**src/sv/pic_pkg.sv**
```systemverilog
// pic_pkg: shared types, constants and helpers for the interrupt controller
// no dependencies
`default_nettype none
package pic_pkg;
   localparam int NUM_SOURCES_DEF  = 64;
   localparam int NUM_TARGETS_DEF  = 2;
   localparam int ENABLE_WORDS_DEF = 2;

   localparam int ADDR_W = 26;
   localparam int DATA_W = 64;
   localparam int SRC_W  = 6;

   localparam logic [ADDR_W-1:0] PEND_BASE   = 26'h0001000;
   localparam logic [ADDR_W-1:0] ENABLE_BASE = 26'h0002000;
   localparam logic [ADDR_W-1:0] THRESH_BASE = 26'h0200000;

   typedef enum logic [1:0] {
      ACT_READ  = 2'd0,
      ACT_WRITE = 2'd1,
      ACT_LEVEL = 2'd2,
      ACT_TICK  = 2'd3
   } action_type;

   typedef enum logic [2:0] {
      SZ_DWORD = 3'd0, SZ_WORD = 3'd1, SZ_WORDU = 3'd2, SZ_HALF = 3'd3,
      SZ_HALFU = 3'd4, SZ_BYTE = 3'd5, SZ_BYTEU = 3'd6, SZ_RSVD = 3'd7
   } size_type;

   typedef enum logic [2:0] {
      ST_IDLE, ST_EXEC, ST_SCAN, ST_DECIDE, ST_RESP
   } state_type;

   // commands from controller to datapath
   typedef struct packed {
      logic load;       // capture a new beat
      logic exec;       // perform read/write/level update
      logic scan_start; // start scan at the first target
      logic scan_step;  // look at one source
      logic decide;     // finish current target
      logic next_tgt;   // advance target
   } cmd_type;

   // status from datapath to controller
   typedef struct packed {
      logic is_tick;
      logic scan_last;
      logic tgt_last;
   } sts_type;

   // mask data to access size
   function automatic logic [DATA_W-1:0] size_mask(input logic [2:0] sz);
      logic [DATA_W-1:0] m;
      m = '1;
      case (sz)
         SZ_WORD, SZ_WORDU: m = 64'h0000_0000_ffff_ffff;
         SZ_HALF, SZ_HALFU: m = 64'h0000_0000_0000_ffff;
         SZ_BYTE, SZ_BYTEU: m = 64'h0000_0000_0000_00ff;
         default:           m = '1;
      endcase
      return m;
   endfunction

   // sign or zero extension of read data
   function automatic logic [DATA_W-1:0] extend(input logic [DATA_W-1:0] v,
                                                input logic [2:0] sz);
      logic [DATA_W-1:0] r;
      r = v;
      case (sz)
         SZ_WORD:  r = {{32{v[31]}}, v[31:0]};
         SZ_WORDU: r = {32'd0, v[31:0]};
         SZ_HALF:  r = {{48{v[15]}}, v[15:0]};
         SZ_HALFU: r = {48'd0, v[15:0]};
         SZ_BYTE:  r = {{56{v[7]}}, v[7:0]};
         SZ_BYTEU: r = {56'd0, v[7:0]};
         default:  r = v;
      endcase
      return r;
   endfunction
endpackage
`default_nettype wire

```
**src/sv/platform_interrupt_controller_top.sv**
```systemverilog
// platform_interrupt_controller_top: stream wrapper around controller and datapath
// depends on pic_pkg, pic_ctrl, pic_datapath
//
//  channel | dir | payload
//  req     | in  | tdata: action, bus_addr, access_size, write_value, source_number, source_level
//  rsp     | out | tdata: read_value, irq_lines
//  csr     | in  | target_connected
//
// reads, writes and level updates pass from the beat through the exec state to the response.
// a tick runs the one-source-per-cycle scan of the priority memory read port over
// min(NUM_SOURCES,32*ENABLE_WORDS) sources for each of the NUM_TARGETS targets.
// reset is synchronous, sparing the captured beat and priority memory; priorities read as zero after reset.
// a stalled response holds; the next beat is taken in the cycle the response leaves.
`default_nettype none
module platform_interrupt_controller_top
   import pic_pkg::*;
#(
   parameter int NUM_SOURCES  = NUM_SOURCES_DEF,
   parameter int NUM_TARGETS  = NUM_TARGETS_DEF,
   parameter int ENABLE_WORDS = ENABLE_WORDS_DEF
) (
   input  wire logic                   clock,
   input  wire logic                   reset,
   input  wire logic                   req_tvalid,
   output logic                        req_tready,
   // action[1:0], bus_addr[27:2], access_size[30:28], write_value[94:31],
   // source_number[100:95], source_level[101], zero fill to 104
   input  wire logic [103:0]           req_tdata,
   output logic                        rsp_tvalid,
   input  wire logic                   rsp_tready,
   // read_value[63:0], irq_lines from bit 64, zero fill
   output logic [((DATA_W+NUM_TARGETS+7)/8)*8-1:0] rsp_tdata,
   input  wire logic                   csr_wen,
   input  wire logic [NUM_TARGETS-1:0] csr_wdata
);
   localparam int RW = ((DATA_W + NUM_TARGETS + 7) / 8) * 8;

   cmd_type cmd;
   sts_type sts;
   logic [NUM_TARGETS-1:0] conn_ff;
   logic [DATA_W-1:0]      rv;
   logic [NUM_TARGETS-1:0] lines;

   // target connection register
   always_ff @(posedge clock) begin
      if (reset) conn_ff <= '0;
      else if (csr_wen) conn_ff <= csr_wdata;
   end

   pic_ctrl u_ctrl (
      .clock, .reset, .req_tvalid, .req_tready, .rsp_tvalid, .rsp_tready,
      .cmd, .sts
   );

   pic_datapath #(
      .NUM_SOURCES(NUM_SOURCES), .NUM_TARGETS(NUM_TARGETS),
      .ENABLE_WORDS(ENABLE_WORDS)
   ) u_dp (
      .clock, .reset, .cmd, .sts, .connected(conn_ff),
      .in_action(req_tdata[1:0]), .in_addr(req_tdata[27:2]),
      .in_size(req_tdata[30:28]), .in_wdata(req_tdata[94:31]),
      .in_src(req_tdata[100:95]), .in_level(req_tdata[101]),
      .read_value(rv), .irq_lines(lines)
   );

   assign rsp_tdata = RW'({lines, rv});
endmodule
`default_nettype wire

```
**src/sv/pic_ctrl.sv**
```systemverilog
// pic_ctrl: sequencing state machine of the interrupt controller
// depends on pic_pkg
`default_nettype none
module pic_ctrl
   import pic_pkg::*;
(
   input  wire logic    clock,
   input  wire logic    reset,
   input  wire logic    req_tvalid,
   output logic         req_tready,
   output logic         rsp_tvalid,
   input  wire logic    rsp_tready,
   output cmd_type      cmd,
   input  wire sts_type sts
);
   state_type state_ff, state_in;

   // state register
   always_ff @(posedge clock) begin
      if (reset) state_ff <= ST_IDLE;
      else       state_ff <= state_in;
   end

   // next state and commands
   always_comb begin
      state_in   = state_ff;
      cmd        = '0;
      req_tready = 1'b0;
      rsp_tvalid = 1'b0;
      unique case (state_ff)
         ST_IDLE: begin
            req_tready = 1'b1;
            if (req_tvalid) begin
               cmd.load = 1'b1;
               state_in = ST_EXEC;
            end
         end
         ST_EXEC: begin
            if (sts.is_tick) begin
               cmd.scan_start = 1'b1;
               state_in       = ST_SCAN;
            end else begin
               cmd.exec = 1'b1;
               state_in = ST_RESP;
            end
         end
         ST_SCAN: begin
            cmd.scan_step = 1'b1;
            if (sts.scan_last) state_in = ST_DECIDE;
         end
         ST_DECIDE: begin
            cmd.decide = 1'b1;
            if (sts.tgt_last) state_in = ST_RESP;
            else begin
               cmd.next_tgt = 1'b1;
               state_in     = ST_SCAN;
            end
         end
         ST_RESP: begin
            rsp_tvalid = 1'b1;
            if (rsp_tready) begin
               req_tready = 1'b1;
               if (req_tvalid) begin
                  cmd.load = 1'b1;
                  state_in = ST_EXEC;
               end else state_in = ST_IDLE;
            end
         end
         default: state_in = ST_IDLE;
      endcase
   end

   // a response is only shown from the response state
   a_rsp_state: assert property (@(posedge clock) disable iff (reset)
      rsp_tvalid |-> state_ff == ST_RESP) else $error("rsp outside resp state");
   // a scan always ends in a decision
   a_scan_dec: assert property (@(posedge clock) disable iff (reset)
      (state_ff == ST_SCAN && sts.scan_last) |=> state_ff == ST_DECIDE)
      else $error("scan did not decide");
   // never take a beat while working
   a_no_take: assert property (@(posedge clock) disable iff (reset)
      (state_ff == ST_SCAN || state_ff == ST_DECIDE || state_ff == ST_EXEC)
      |-> !req_tready) else $error("ready while busy");
endmodule
`default_nettype wire

```
**src/sv/pic_datapath.sv**
```systemverilog
// pic_datapath: register file, bus decode and sequential arbitration scan
// depends on pic_pkg
`default_nettype none
module pic_datapath
   import pic_pkg::*;
#(
   parameter int NUM_SOURCES  = NUM_SOURCES_DEF,
   parameter int NUM_TARGETS  = NUM_TARGETS_DEF,
   parameter int ENABLE_WORDS = ENABLE_WORDS_DEF
) (
   input  wire logic                   clock,
   input  wire logic                   reset,
   input  wire cmd_type                cmd,
   output sts_type                     sts,
   input  wire logic [NUM_TARGETS-1:0] connected,
   input  wire logic [1:0]             in_action,
   input  wire logic [ADDR_W-1:0]      in_addr,
   input  wire logic [2:0]             in_size,
   input  wire logic [DATA_W-1:0]      in_wdata,
   input  wire logic [SRC_W-1:0]       in_src,
   input  wire logic                   in_level,
   output logic [DATA_W-1:0]           read_value,
   output logic [NUM_TARGETS-1:0]      irq_lines
);
   localparam int SW   = $clog2(NUM_SOURCES);
   localparam int TW   = (NUM_TARGETS > 1) ? $clog2(NUM_TARGETS) : 1;
   localparam int WW   = (ENABLE_WORDS > 1) ? $clog2(ENABLE_WORDS) : 1;
   localparam int NBIT = ENABLE_WORDS * 32;
   localparam int IDW  = $clog2(NBIT);
   // scan covers whichever is smaller: mapped sources or enable bits
   localparam int SCAN_N = (NUM_SOURCES < NBIT) ? NUM_SOURCES : NBIT;
   localparam int CW     = $clog2(SCAN_N);
   localparam int NE     = NUM_TARGETS * ENABLE_WORDS;
   localparam int EW     = $clog2(NE) + 1;

   // captured beat
   logic [1:0]        act_ff;
   logic [ADDR_W-1:0] addr_ff;
   logic [2:0]        size_ff;
   logic [DATA_W-1:0] wdata_ff;
   logic [SRC_W-1:0]  src_ff;
   logic              lvl_ff;

   // state
   logic [31:0]         prio_mem [NUM_SOURCES];
   logic [NUM_SOURCES-1:0] prio_vld_ff;
   logic [NBIT-1:0]     pend_ff, disp_ff;
   logic [31:0]         en_ff [NE];
   logic [31:0]         thr_ff [NUM_TARGETS];
   logic [SRC_W-1:0]    claim_ff [NUM_TARGETS];
   logic [NUM_TARGETS-1:0] line_ff;
   logic [DATA_W-1:0]   rdata_ff;

   // scan state
   logic [CW-1:0]  idx_ff;
   logic [TW-1:0]  tgt_ff;
   logic [SW-1:0]  best_ff;
   logic [31:0]    bprio_ff;
   logic           bvalid_ff;
   logic [31:0]    prio_rd_ff;
   logic           scan_vld_ff;
   logic [31:0]    prio_scan;
   logic [31:0]    prio_bus_ff;
   logic           bus_vld_ff;
   logic [CW-1:0]  pidx_ff;
   logic           pval_ff;

   // bus address decode
   logic        a_thr, a_en, a_pend;
   logic [ADDR_W-1:0] off_thr, off_en, off_pend;
   logic [ADDR_W-12-1:0] t_thr;
   logic [ADDR_W-7-1:0]  t_en;
   logic [4:0]  n_en;
   logic [ADDR_W-2-1:0] n_pend, n_prio;
   logic        thr_ok, en_ok, pend_ok, prio_ok;
   logic [TW-1:0] ti_thr, ti_en;
   logic [EW-1:0] e_idx;
   logic [31:0]   wv;
   logic [31:0]   rd32;
   logic [SRC_W-1:0] cid;
   logic [IDW-1:0]   cbit;

   function automatic logic [DATA_W-1:0] in_wdata_masked(input logic [DATA_W-1:0] d,
                                                         input logic [2:0] sz);
      return d & size_mask(sz);
   endfunction

   always_comb begin
      a_thr    = addr_ff >= THRESH_BASE;
      a_en     = !a_thr && addr_ff >= ENABLE_BASE;
      a_pend   = !a_thr && !a_en && addr_ff >= PEND_BASE;
      off_thr  = addr_ff - THRESH_BASE;
      off_en   = addr_ff - ENABLE_BASE;
      off_pend = addr_ff - PEND_BASE;
      t_thr    = off_thr[ADDR_W-1:12];
      t_en     = off_en[ADDR_W-1:7];
      n_en     = addr_ff[6:2];
      n_pend   = off_pend[ADDR_W-1:2];
      n_prio   = addr_ff[ADDR_W-1:2];
      thr_ok   = a_thr && (t_thr < (ADDR_W-12)'(NUM_TARGETS));
      en_ok    = a_en && (t_en < (ADDR_W-7)'(NUM_TARGETS)) && (n_en < 5'(ENABLE_WORDS));
      pend_ok  = a_pend && (n_pend < (ADDR_W-2)'(ENABLE_WORDS));
      prio_ok  = !a_thr && !a_en && !a_pend && (n_prio < (ADDR_W-2)'(NUM_SOURCES));
      ti_thr   = TW'(t_thr);
      ti_en    = TW'(t_en);
      e_idx    = EW'(ti_en) * EW'(ENABLE_WORDS) + EW'(n_en);
      wv       = 32'(in_wdata_masked(wdata_ff, size_ff));
      cid      = claim_ff[ti_thr];
      // claimed id bit position, word index taken modulo the word count
      cbit     = IDW'({WW'((cid >> 5) % ENABLE_WORDS), cid[4:0]});
      rd32     = '0;
      if (thr_ok) rd32 = addr_ff[2] ? 32'(cid) : thr_ff[ti_thr];
      else if (en_ok) rd32 = en_ff[e_idx[EW-2:0]];
      else if (pend_ok) rd32 = pend_ff[32*WW'(n_pend) +: 32];
      else if (prio_ok) rd32 = bus_vld_ff ? prio_bus_ff : '0;
   end

   // scan: candidate bit of the current source
   logic [IDW-1:0] sid;
   logic           cand;
   logic [WW-1:0]  sw;
   logic [EW-1:0]  se;
   always_comb begin
      sid  = IDW'(idx_ff);
      sw   = WW'(sid >> 5);
      se   = EW'(tgt_ff) * EW'(ENABLE_WORDS) + EW'(sw);
      cand = en_ff[se[EW-2:0]][sid[4:0]] & pend_ff[sid] & ~disp_ff[sid];
   end

   // unwritten priorities read as zero
   assign prio_scan = scan_vld_ff ? prio_rd_ff : '0;

   assign sts.is_tick   = act_ff == ACT_TICK;
   assign sts.scan_last = !pval_ff ? 1'b0 : (pidx_ff == CW'(SCAN_N - 1));
   assign sts.tgt_last  = tgt_ff == TW'(NUM_TARGETS - 1);

   // capture beat
   always_ff @(posedge clock) begin
      if (cmd.load) begin
         act_ff   <= in_action;
         addr_ff  <= in_addr;
         size_ff  <= in_size;
         wdata_ff <= in_wdata;
         src_ff   <= in_src;
         lvl_ff   <= in_level;
      end
   end

   // priority memory: one write port, registered reads for the bus and the scan
   always_ff @(posedge clock) begin
      if (cmd.exec && act_ff == ACT_WRITE && prio_ok && n_prio != '0)
         prio_mem[SW'(n_prio)] <= wv;
      prio_rd_ff <= prio_mem[SW'(idx_ff)];
      if (cmd.load) prio_bus_ff <= prio_mem[SW'(in_addr[ADDR_W-1:2])];
   end

   // written marks of the priority memory
   always_ff @(posedge clock) begin
      if (reset) begin
         prio_vld_ff <= '0;
         scan_vld_ff <= 1'b0;
         bus_vld_ff  <= 1'b0;
      end else begin
         if (cmd.exec && act_ff == ACT_WRITE && prio_ok && n_prio != '0)
            prio_vld_ff[SW'(n_prio)] <= 1'b1;
         scan_vld_ff <= prio_vld_ff[SW'(idx_ff)];
         if (cmd.load) bus_vld_ff <= prio_vld_ff[SW'(in_addr[ADDR_W-1:2])];
      end
   end

   // scan index, and pidx_ff for the source whose registered priority read is now returned
   always_ff @(posedge clock) begin
      if (reset) begin
         pval_ff <= 1'b0;
         idx_ff  <= '0;
         pidx_ff <= '0;
      end else begin
         if (cmd.scan_start || cmd.next_tgt) begin
            idx_ff  <= '0;
            pval_ff <= 1'b0;
         end else if (cmd.scan_step) begin
            pidx_ff <= idx_ff;
            pval_ff <= 1'b1;
            if (idx_ff != CW'(SCAN_N - 1)) idx_ff <= idx_ff + 1'b1;
         end
      end
   end

   // candidate pipelined alongside the read
   logic cand_ff;
   always_ff @(posedge clock) begin
      if (cmd.scan_step) cand_ff <= cand;
   end

   // control registers and arbitration
   always_ff @(posedge clock) begin
      if (reset) begin
         pend_ff   <= '0;
         disp_ff   <= '0;
         line_ff   <= '0;
         tgt_ff    <= '0;
         bvalid_ff <= 1'b0;
         best_ff   <= '0;
         bprio_ff  <= '0;
         rdata_ff  <= '0;
         for (int i = 0; i < NE; i++) en_ff[i] <= '0;
         for (int i = 0; i < NUM_TARGETS; i++) begin
            thr_ff[i]   <= '0;
            claim_ff[i] <= '0;
         end
      end else begin
         if (cmd.load) rdata_ff <= '0;
         if (cmd.scan_start) tgt_ff <= '0;
         if (cmd.next_tgt) tgt_ff <= tgt_ff + 1'b1;
         if (cmd.scan_start || cmd.next_tgt) begin
            bvalid_ff <= 1'b0;
            best_ff   <= '0;
            bprio_ff  <= '0;
         end
         // compare the source read last cycle against the best so far
         if (cmd.scan_step && pval_ff && cand_ff && prio_scan > bprio_ff
             && pidx_ff != '0) begin
            best_ff   <= SW'(pidx_ff);
            bprio_ff  <= prio_scan;
            bvalid_ff <= 1'b1;
         end
         if (cmd.decide) begin
            if (connected[tgt_ff] && !line_ff[tgt_ff] && bvalid_ff
                && bprio_ff > thr_ff[tgt_ff]) begin
               line_ff[tgt_ff]  <= 1'b1;
               claim_ff[tgt_ff] <= SRC_W'(best_ff);
               disp_ff[IDW'(best_ff)] <= 1'b1;
            end
         end
         if (cmd.exec) begin
            unique case (act_ff)
               ACT_READ: begin
                  rdata_ff <= extend({32'd0, rd32}, size_ff);
                  if (thr_ok && addr_ff[2]) begin
                     pend_ff[cbit] <= 1'b0;
                     disp_ff[cbit] <= 1'b0;
                  end
               end
               ACT_WRITE: begin
                  if (thr_ok) begin
                     if (addr_ff[2]) begin
                        claim_ff[ti_thr] <= '0;
                        line_ff[ti_thr]  <= 1'b0;
                     end else thr_ff[ti_thr] <= wv;
                  end else if (en_ok) en_ff[e_idx[EW-2:0]] <= wv;
               end
               ACT_LEVEL: begin
                  if ((src_ff >> 5) < SRC_W'(ENABLE_WORDS))
                     pend_ff[IDW'(src_ff)] <= lvl_ff;
               end
               default: ;
            endcase
         end
      end
   end

   assign read_value = rdata_ff;
   assign irq_lines  = line_ff;

   // a raised line always holds a non-zero claimed id
   a_claim_nz: assert property (@(posedge clock) disable iff (reset)
      (cmd.decide && $past(cmd.scan_step)) |=> (!$rose(line_ff[$past(tgt_ff)])
      || claim_ff[$past(tgt_ff)] != '0)) else $error("line raised with id 0");
   // the best source never has priority zero
   a_best_prio: assert property (@(posedge clock) disable iff (reset)
      bvalid_ff |-> bprio_ff != '0) else $error("best with zero priority");
   // lines only rise during a decision
   a_line_rise: assert property (@(posedge clock) disable iff (reset)
      (line_ff & ~$past(line_ff)) != '0 |-> $past(cmd.decide))
      else $error("line rose outside decision");
endmodule
`default_nettype wire
```
**config.mk**
```make
export PLATFORM = sky130hd
export DESIGN_NAME = platform_interrupt_controller_top
export DESIGN_NICKNAME = d
export VERILOG_FILES = /design/src/sv/pic_pkg.sv /design/src/sv/platform_interrupt_controller_top.sv /design/src/sv/pic_ctrl.sv /design/src/sv/pic_datapath.sv
export SDC_FILE = /design/constraint.sdc
export NUM_CORES = 2
export LEC_CHECK = 0
export BUFFER_PORTS_ARGS = -buffer_cell sky130_fd_sc_hd__buf_2
export CELL_PAD_IN_SITES_DETAIL_PLACEMENT = 0
export CELL_PAD_IN_SITES_GLOBAL_PLACEMENT = 1
export CORE_MARGIN = 2
export CORE_UTILIZATION = 53
export CTS_CLUSTER_DIAMETER = 60
export DETAILED_ROUTE_END_ITERATION = 12
export GPL_TIMING_DRIVEN = 0
export PLACE_DENSITY = 0.76
export SYNTH_ARGS = -nofsm -noshare
export SYNTH_HDL_FRONTEND = slang
export SYNTH_HIERARCHICAL = 1
export SYNTH_SLANG_ARGS = --single-unit
```
**constraint.sdc**
```tcl
create_clock -name clock -period 21 [get_ports clock]
set_input_delay 4.2 -clock clock [delete_from_list [all_inputs] [get_ports clock]]
set_output_delay 4.2 -clock clock [all_outputs]
set_load 0.02 [all_outputs]
```
; Yosys cells after proc, flatten, opt, wreduce, memory -nomap -nowiden
; Memory sizes are Yosys's and may differ from the RTL's. A register that Yosys moved wholly into a read port is not among the register bits.
; Index checks and enable logic that the tools add are counted.
[word_totals]
inputBits = 111
reg_bits = 389
mem_bits_rw = 2252
output_inout_bits = 74
n_memories = 4
word_cells = 267
[op_classes]
n_mux = 123
bitwise_logic = 13
n_addsub = 7
shifts = 1
n_lt_le_gt_ge = 26
n_eq_ne = 20
n_reduce_logical = 50
[memory_table]
columns = memory, depth, word_bits, read_ports, rd_ports_with_merged_regs, wr, line
row1 = u_dp.prio_mem, 64, 32, 2, 2, 1, pic_datapath.sv:45  ; logic [31:0] prio_mem [NUM_SOURCES];
row2 = u_dp.en_ff, 4, 32, 2, 0, 4, pic_datapath.sv:48  ; logic [31:0] en_ff [NE];
row3 = u_dp.thr_ff, 2, 32, 2, 1, 2, pic_datapath.sv:49  ; logic [31:0] thr_ff [NUM_TARGETS];
row4 = u_dp.claim_ff, 2, 6, 1, 0, 2, pic_datapath.sv:50  ; logic [SRC_W-1:0] claim_ff [NUM_TARGETS];
[ops]
columns = cell, n
row1 = $mux W64, 11
row2 = $mux W32, 11
row3 = $pmux W64 S5, 1
row4 = $and A64 B64 Y64, 2
row5 = $or A64 B64 Y64, 2
row6 = $pmux W64 S2, 1
row7 = $pmux W32 S3, 1
row8 = $bwmux W64, 1
row9 = $gt A32 B32 Y1, 2
row10 = $mux W1, 64
row11 = $not A64 Y64, 1
row12 = $reduce_or A32 Y1, 2
row13 = $shiftx A64 B7 Y32, 1
row14 = $lt A6 B7 Y1 const B, 6
row15 = $and A32 B32 Y32, 1
row16 = $ge A26 B13 Y1 const B, 1
row17 = $ge A26 B14 Y1 const B, 1
row18 = $ge A26 B22 Y1 const B, 1
row19 = $logic_and A1 B1 Y1, 26
row20 = $sub A26 B13 Y26 const B, 1
row21 = $sub A26 B14 Y26 const B, 1
row22 = $sub A26 B22 Y26 const B, 1
row23 = $bmux W1 S6, 4
row24 = $demux W1 S6, 4
row25 = 46 further kinds, 93

; Depth between registers and ports, before layout
[depth]
ltp_word = 16
mapped_depth = 14

; By module
; Netlist, hierarchy kept.
[modules_own_cells]
columns = module, area_each_um2, cells_per_inst, n_inst, seq_area_each_um2
row1 = pic_datapath, 124923.6, 6642, 1, 77524.4
row2 = pic_ctrl, 235.2, 27, 1, 60.1
row3 = platform_interrupt_controller_top, 116.4, 13, 1, 40.0

; Worst setup path after synthesis
; Ideal clock, no wire load.
[synth_timing]
path_type = input to register
start = in rsp_tready
end = reg u_dp.rdata_ff[38], in the netlist u_dp/read_value[38]
t_arrival_ns = 14.058
setup_ns = 0.114
path_slack_ns = 6.828
stages = 5
path_cell_list = nor2b_1 nor3b_1 nor3_1 clkbuf_1 a21o_1
[synth_rtl]
columns = element, line
row1 = "start, declared", platform_interrupt_controller_top.sv:30  ; input wire logic rsp_tready,
row2 = "end signal, assigned", pic_datapath.sv:238  ; rdata_ff <= extend({32'd0, rd32}, size_ff);
row3 = "end, declared", pic_datapath.sv:52  ; logic [DATA_W-1:0] rdata_ff;

==> out/qor.csv <==
metric,value,unit
CP max stage delay,1.15,ns
gpl congestion,0.987,
status,"finished, violations left",
Tmin final,9.48,ns
"Seq/Total Area, Yosys",0.620,
area grow syn2layout,14.5,%
CTS hold repair buffers,0,
Remaining DRCs,0,
First-pass DRT Iterations,8,
synth unique cells,78,
via count,80000,
"Max FO, Critical Path",10,
Hold Crit Class,register to register,
"Cell Chain, Critical Path","buf_2, clkbuf_1, clkbuf_1, clkbuf_1, clkbuf_1, mux4_2, mux4_2, mux2i_1, o21ai_0",
Hold Path Stages,1,
Final Hold Viols,0,
mean post-synth cell area,18.7,µm²
first-pass GRT wire length,658000,µm
Post-Route WL,494000,µm
CTS buffer count,306,
antenna-violating nets left,0,
P per Cell Area,85.5,nW/µm²
net switching power,0.00293,W
"top cells by area, synth","edfxtp_1 56%, mux4_2 27%, dfxtp_1 5.8%",
placed insts,10200,
DP Area,134000,µm²
# H-tree levels,5,
Reg2Reg Depth,7,
FF-to-FF Start,u_dp/addr_ff[2],
fin crit share,0.452,
worst endpoint required time,21.43,ns
clk_skew,0.0665,ns
vias in the first global route,77000,
Tightest Pin Transition,1.69,ns
normalized max-slew margin,-0.126,
root buffer cell,clkbuf_16,
number of synthesized flops with an enable pin,2343,
num ports,185,
startpoint types,input pin,
Post-Layout Cell Count,10700,
post-layout instance area,143000,µm²
"count leader, synth",edfxtp_1,
Die W,490,µm
area of the die,240000,µm²
worst path arrival time,9.92,ns
Flop pwr share,0.489,
number of port buffers,144,
"Slowest-stage cell, CP",clkbuf_1,
Crit path max-delay family,buffers and inverters,
Static Leak,45.2,nW
cell count after synthesis,6682,
total power,0.0123,W
crit end category,register,
die height,490,µm
Yosys top cell by area,edfxtp_1,
failing checks,"capacitance limit, slew limit",
max_cap viols,19,
Logic pwr share,0.084,
top cell type's share of synthesized area,0.562,
Worst Hold Slack,0.444,ns
synth warn,6,
Crit. Startpoint,req_tdata[5],
pin count of the biggest net entering global routing,65,
vias per std cell,7.46,
Post-Syn Area,125000,µm²
Initial Util,0.533,
Max Slew Vio Count,197,
CTS tree,done,
Clock Latency Late Sink,0.97,ns
Site Rows,178,
initial antenna violation count,45,
Hold Path Origin,u_dp/read_value[50],
Post-synth top flop,edfxtp_1,
Peak VDD IR,101,µV
Pint,0.00934,W
switch share,0.238,
Core ar.,235000,µm²
clock power share,0.426,
commonest cells in the netlist,"2343 x edfxtp_1, 1489 x mux4_2, 410 x nor2_1, 363 x dfxtp_1, 328 x clkbuf_1",
CP Depth,9,
Most Frequent Cell on Critical Path,clkbuf_1,
Post-CTS Setup Repair Bufs,0,
fraction of registers with async set/reset,0,
"flops & latches, synth",2706,
Initial DRC Count,14600,
Setup TNS Final,0,ns
global route total overflow,0,
Crit Path Class,input pin to register,
clk buf depth,4,
clock sinks,2706,
fraction of layout instances using a drive strength above 1,0.339,
wire per inst,46.0,µm
buffer and inverter count on the worst path,5,
Post-DP HPWL,353000,µm
final net count,7518,
RSZ-0062 raised after global routing,no,
fmax,105,MHz
Post-CTS Resized,0,
GR Util All Layers,0.410,
"Setup violations, final",0,
Worst-path clk slew,0.06,ns
-- worst reg2reg max path, cell delays in order (launching register included) --
cell and delay (ns):
edfxtp_1 0.68, clkbuf_1 0.66, buf_2 0.60, buf_2 0.46, buf_1 0.82, nand3_1 1.05
nor2_4 1.12, buf_12 0.33
-- placed cells by master (no fill, tap or decap), types with 57 or more instances in the layout --
cell type     n
o21a_1       85
buf_2       248
o21ai_0     150
buf_1        57
nor2_1      349
a22oi_1      59
dfxtp_1     363
clkbuf_1    353
nor3_1       88
mux2i_1     152
mux4_2     1489
a31oi_1      69
buf_12       88
nand3_1      95
and2_1       79
clkbuf_16   311
nand2_1     210
edfxtp_1   2343
clkbuf_2     66
nor2_4       61
ha_1         71
-- cell families after synthesis --
kind of cell | after synthesis | share of synthesized area
adders and majority gates | 71 | 0.00709
xor gates and xnor gates | 11 | 0.000769
other | 2 | 0.0000599
muxes | 1680 | 0.283
and+or+nand+nor | 1042 | 0.0388
AOI/OAI and AO/OA | 574 | 0.0311
DFF | 2706 | 0.620
buffers and inverters | 596 | 0.0192
-- power by group through the flow --
stage,clock network (W),logic [W],registers [W]
after CTS,0.00525,0.000984,0.00600
after floorplan,0,0.000493,0.00611
after global routing,0.00544,0.00103,0.00600
after global placement,0,0.000900,0.00615
final,0.00523,0.00103,0.00600
after detailed placement,0,0.000982,0.00611
-- path summary, 6_finish.rpt --
check,to,slack (ns)
max,u_dp/prio_bus_ff[12],11.52
min,u_dp/read_value[50],0.44
max reg2reg,u_dp/prio_mem[29][19],14.93
min reg2reg,u_dp/read_value[50],0.44
-- registers in the layout, summed over array words and instances (netlist names), 3 cells and up, named ones only --
name / cells
u_dp/prio_mem: 2048
u_dp/en_ff: 128
u_dp/disp_ff: 64
u_dp/pend_ff: 64
u_dp/prio_vld_ff: 64
u_dp/read_value: 64
u_dp/thr_ff: 64
u_dp/bprio_ff: 32
u_dp/prio_bus_ff: 32
u_dp/prio_rd_ff: 32
u_dp/wdata_ff: 32
u_dp/addr_ff: 26
u_dp/claim_ff: 12
u_dp/best_ff: 6
u_dp/idx_ff: 6
u_dp/pidx_ff: 6
u_dp/src_ff: 6
u_ctrl/state_ff: 3
u_dp/size_ff: 3
-- per-stage QoR --
step            util  setup slack (ns)
3_5_place_dp   0.569             10.97
4_1_cts        0.610             11.87
6_report       0.610             11.52
5_1_grt        0.610             11.89
3_3_place_gp   0.553             -1.40
2_1_floorplan      -              6.83
-- per-layer routing --
metal | track usage | wire length [µm]
met1 | 0.495 | 156000
met2 | 0.595 | 216000
met3 | 0.175 | 77900
met4 | 0.287 | 43600
met5 | 0.00754 | 591
-- area by class of cell --
cell class	count	area (µm²)
Fill cell	16900	91700
Sequential cell	2706	77600
Multi-Input combinational cell	3416	45900
Clock buffer	393	8170
Tap cell	3150	3940
Timing Repair Buffer	310	3880
Buffer	520	2250
Clock inverter	134	1360
Inverter	76	285
Antenna cell	21	52.6
No activity file was read; power rests on OpenSTA's default activity.
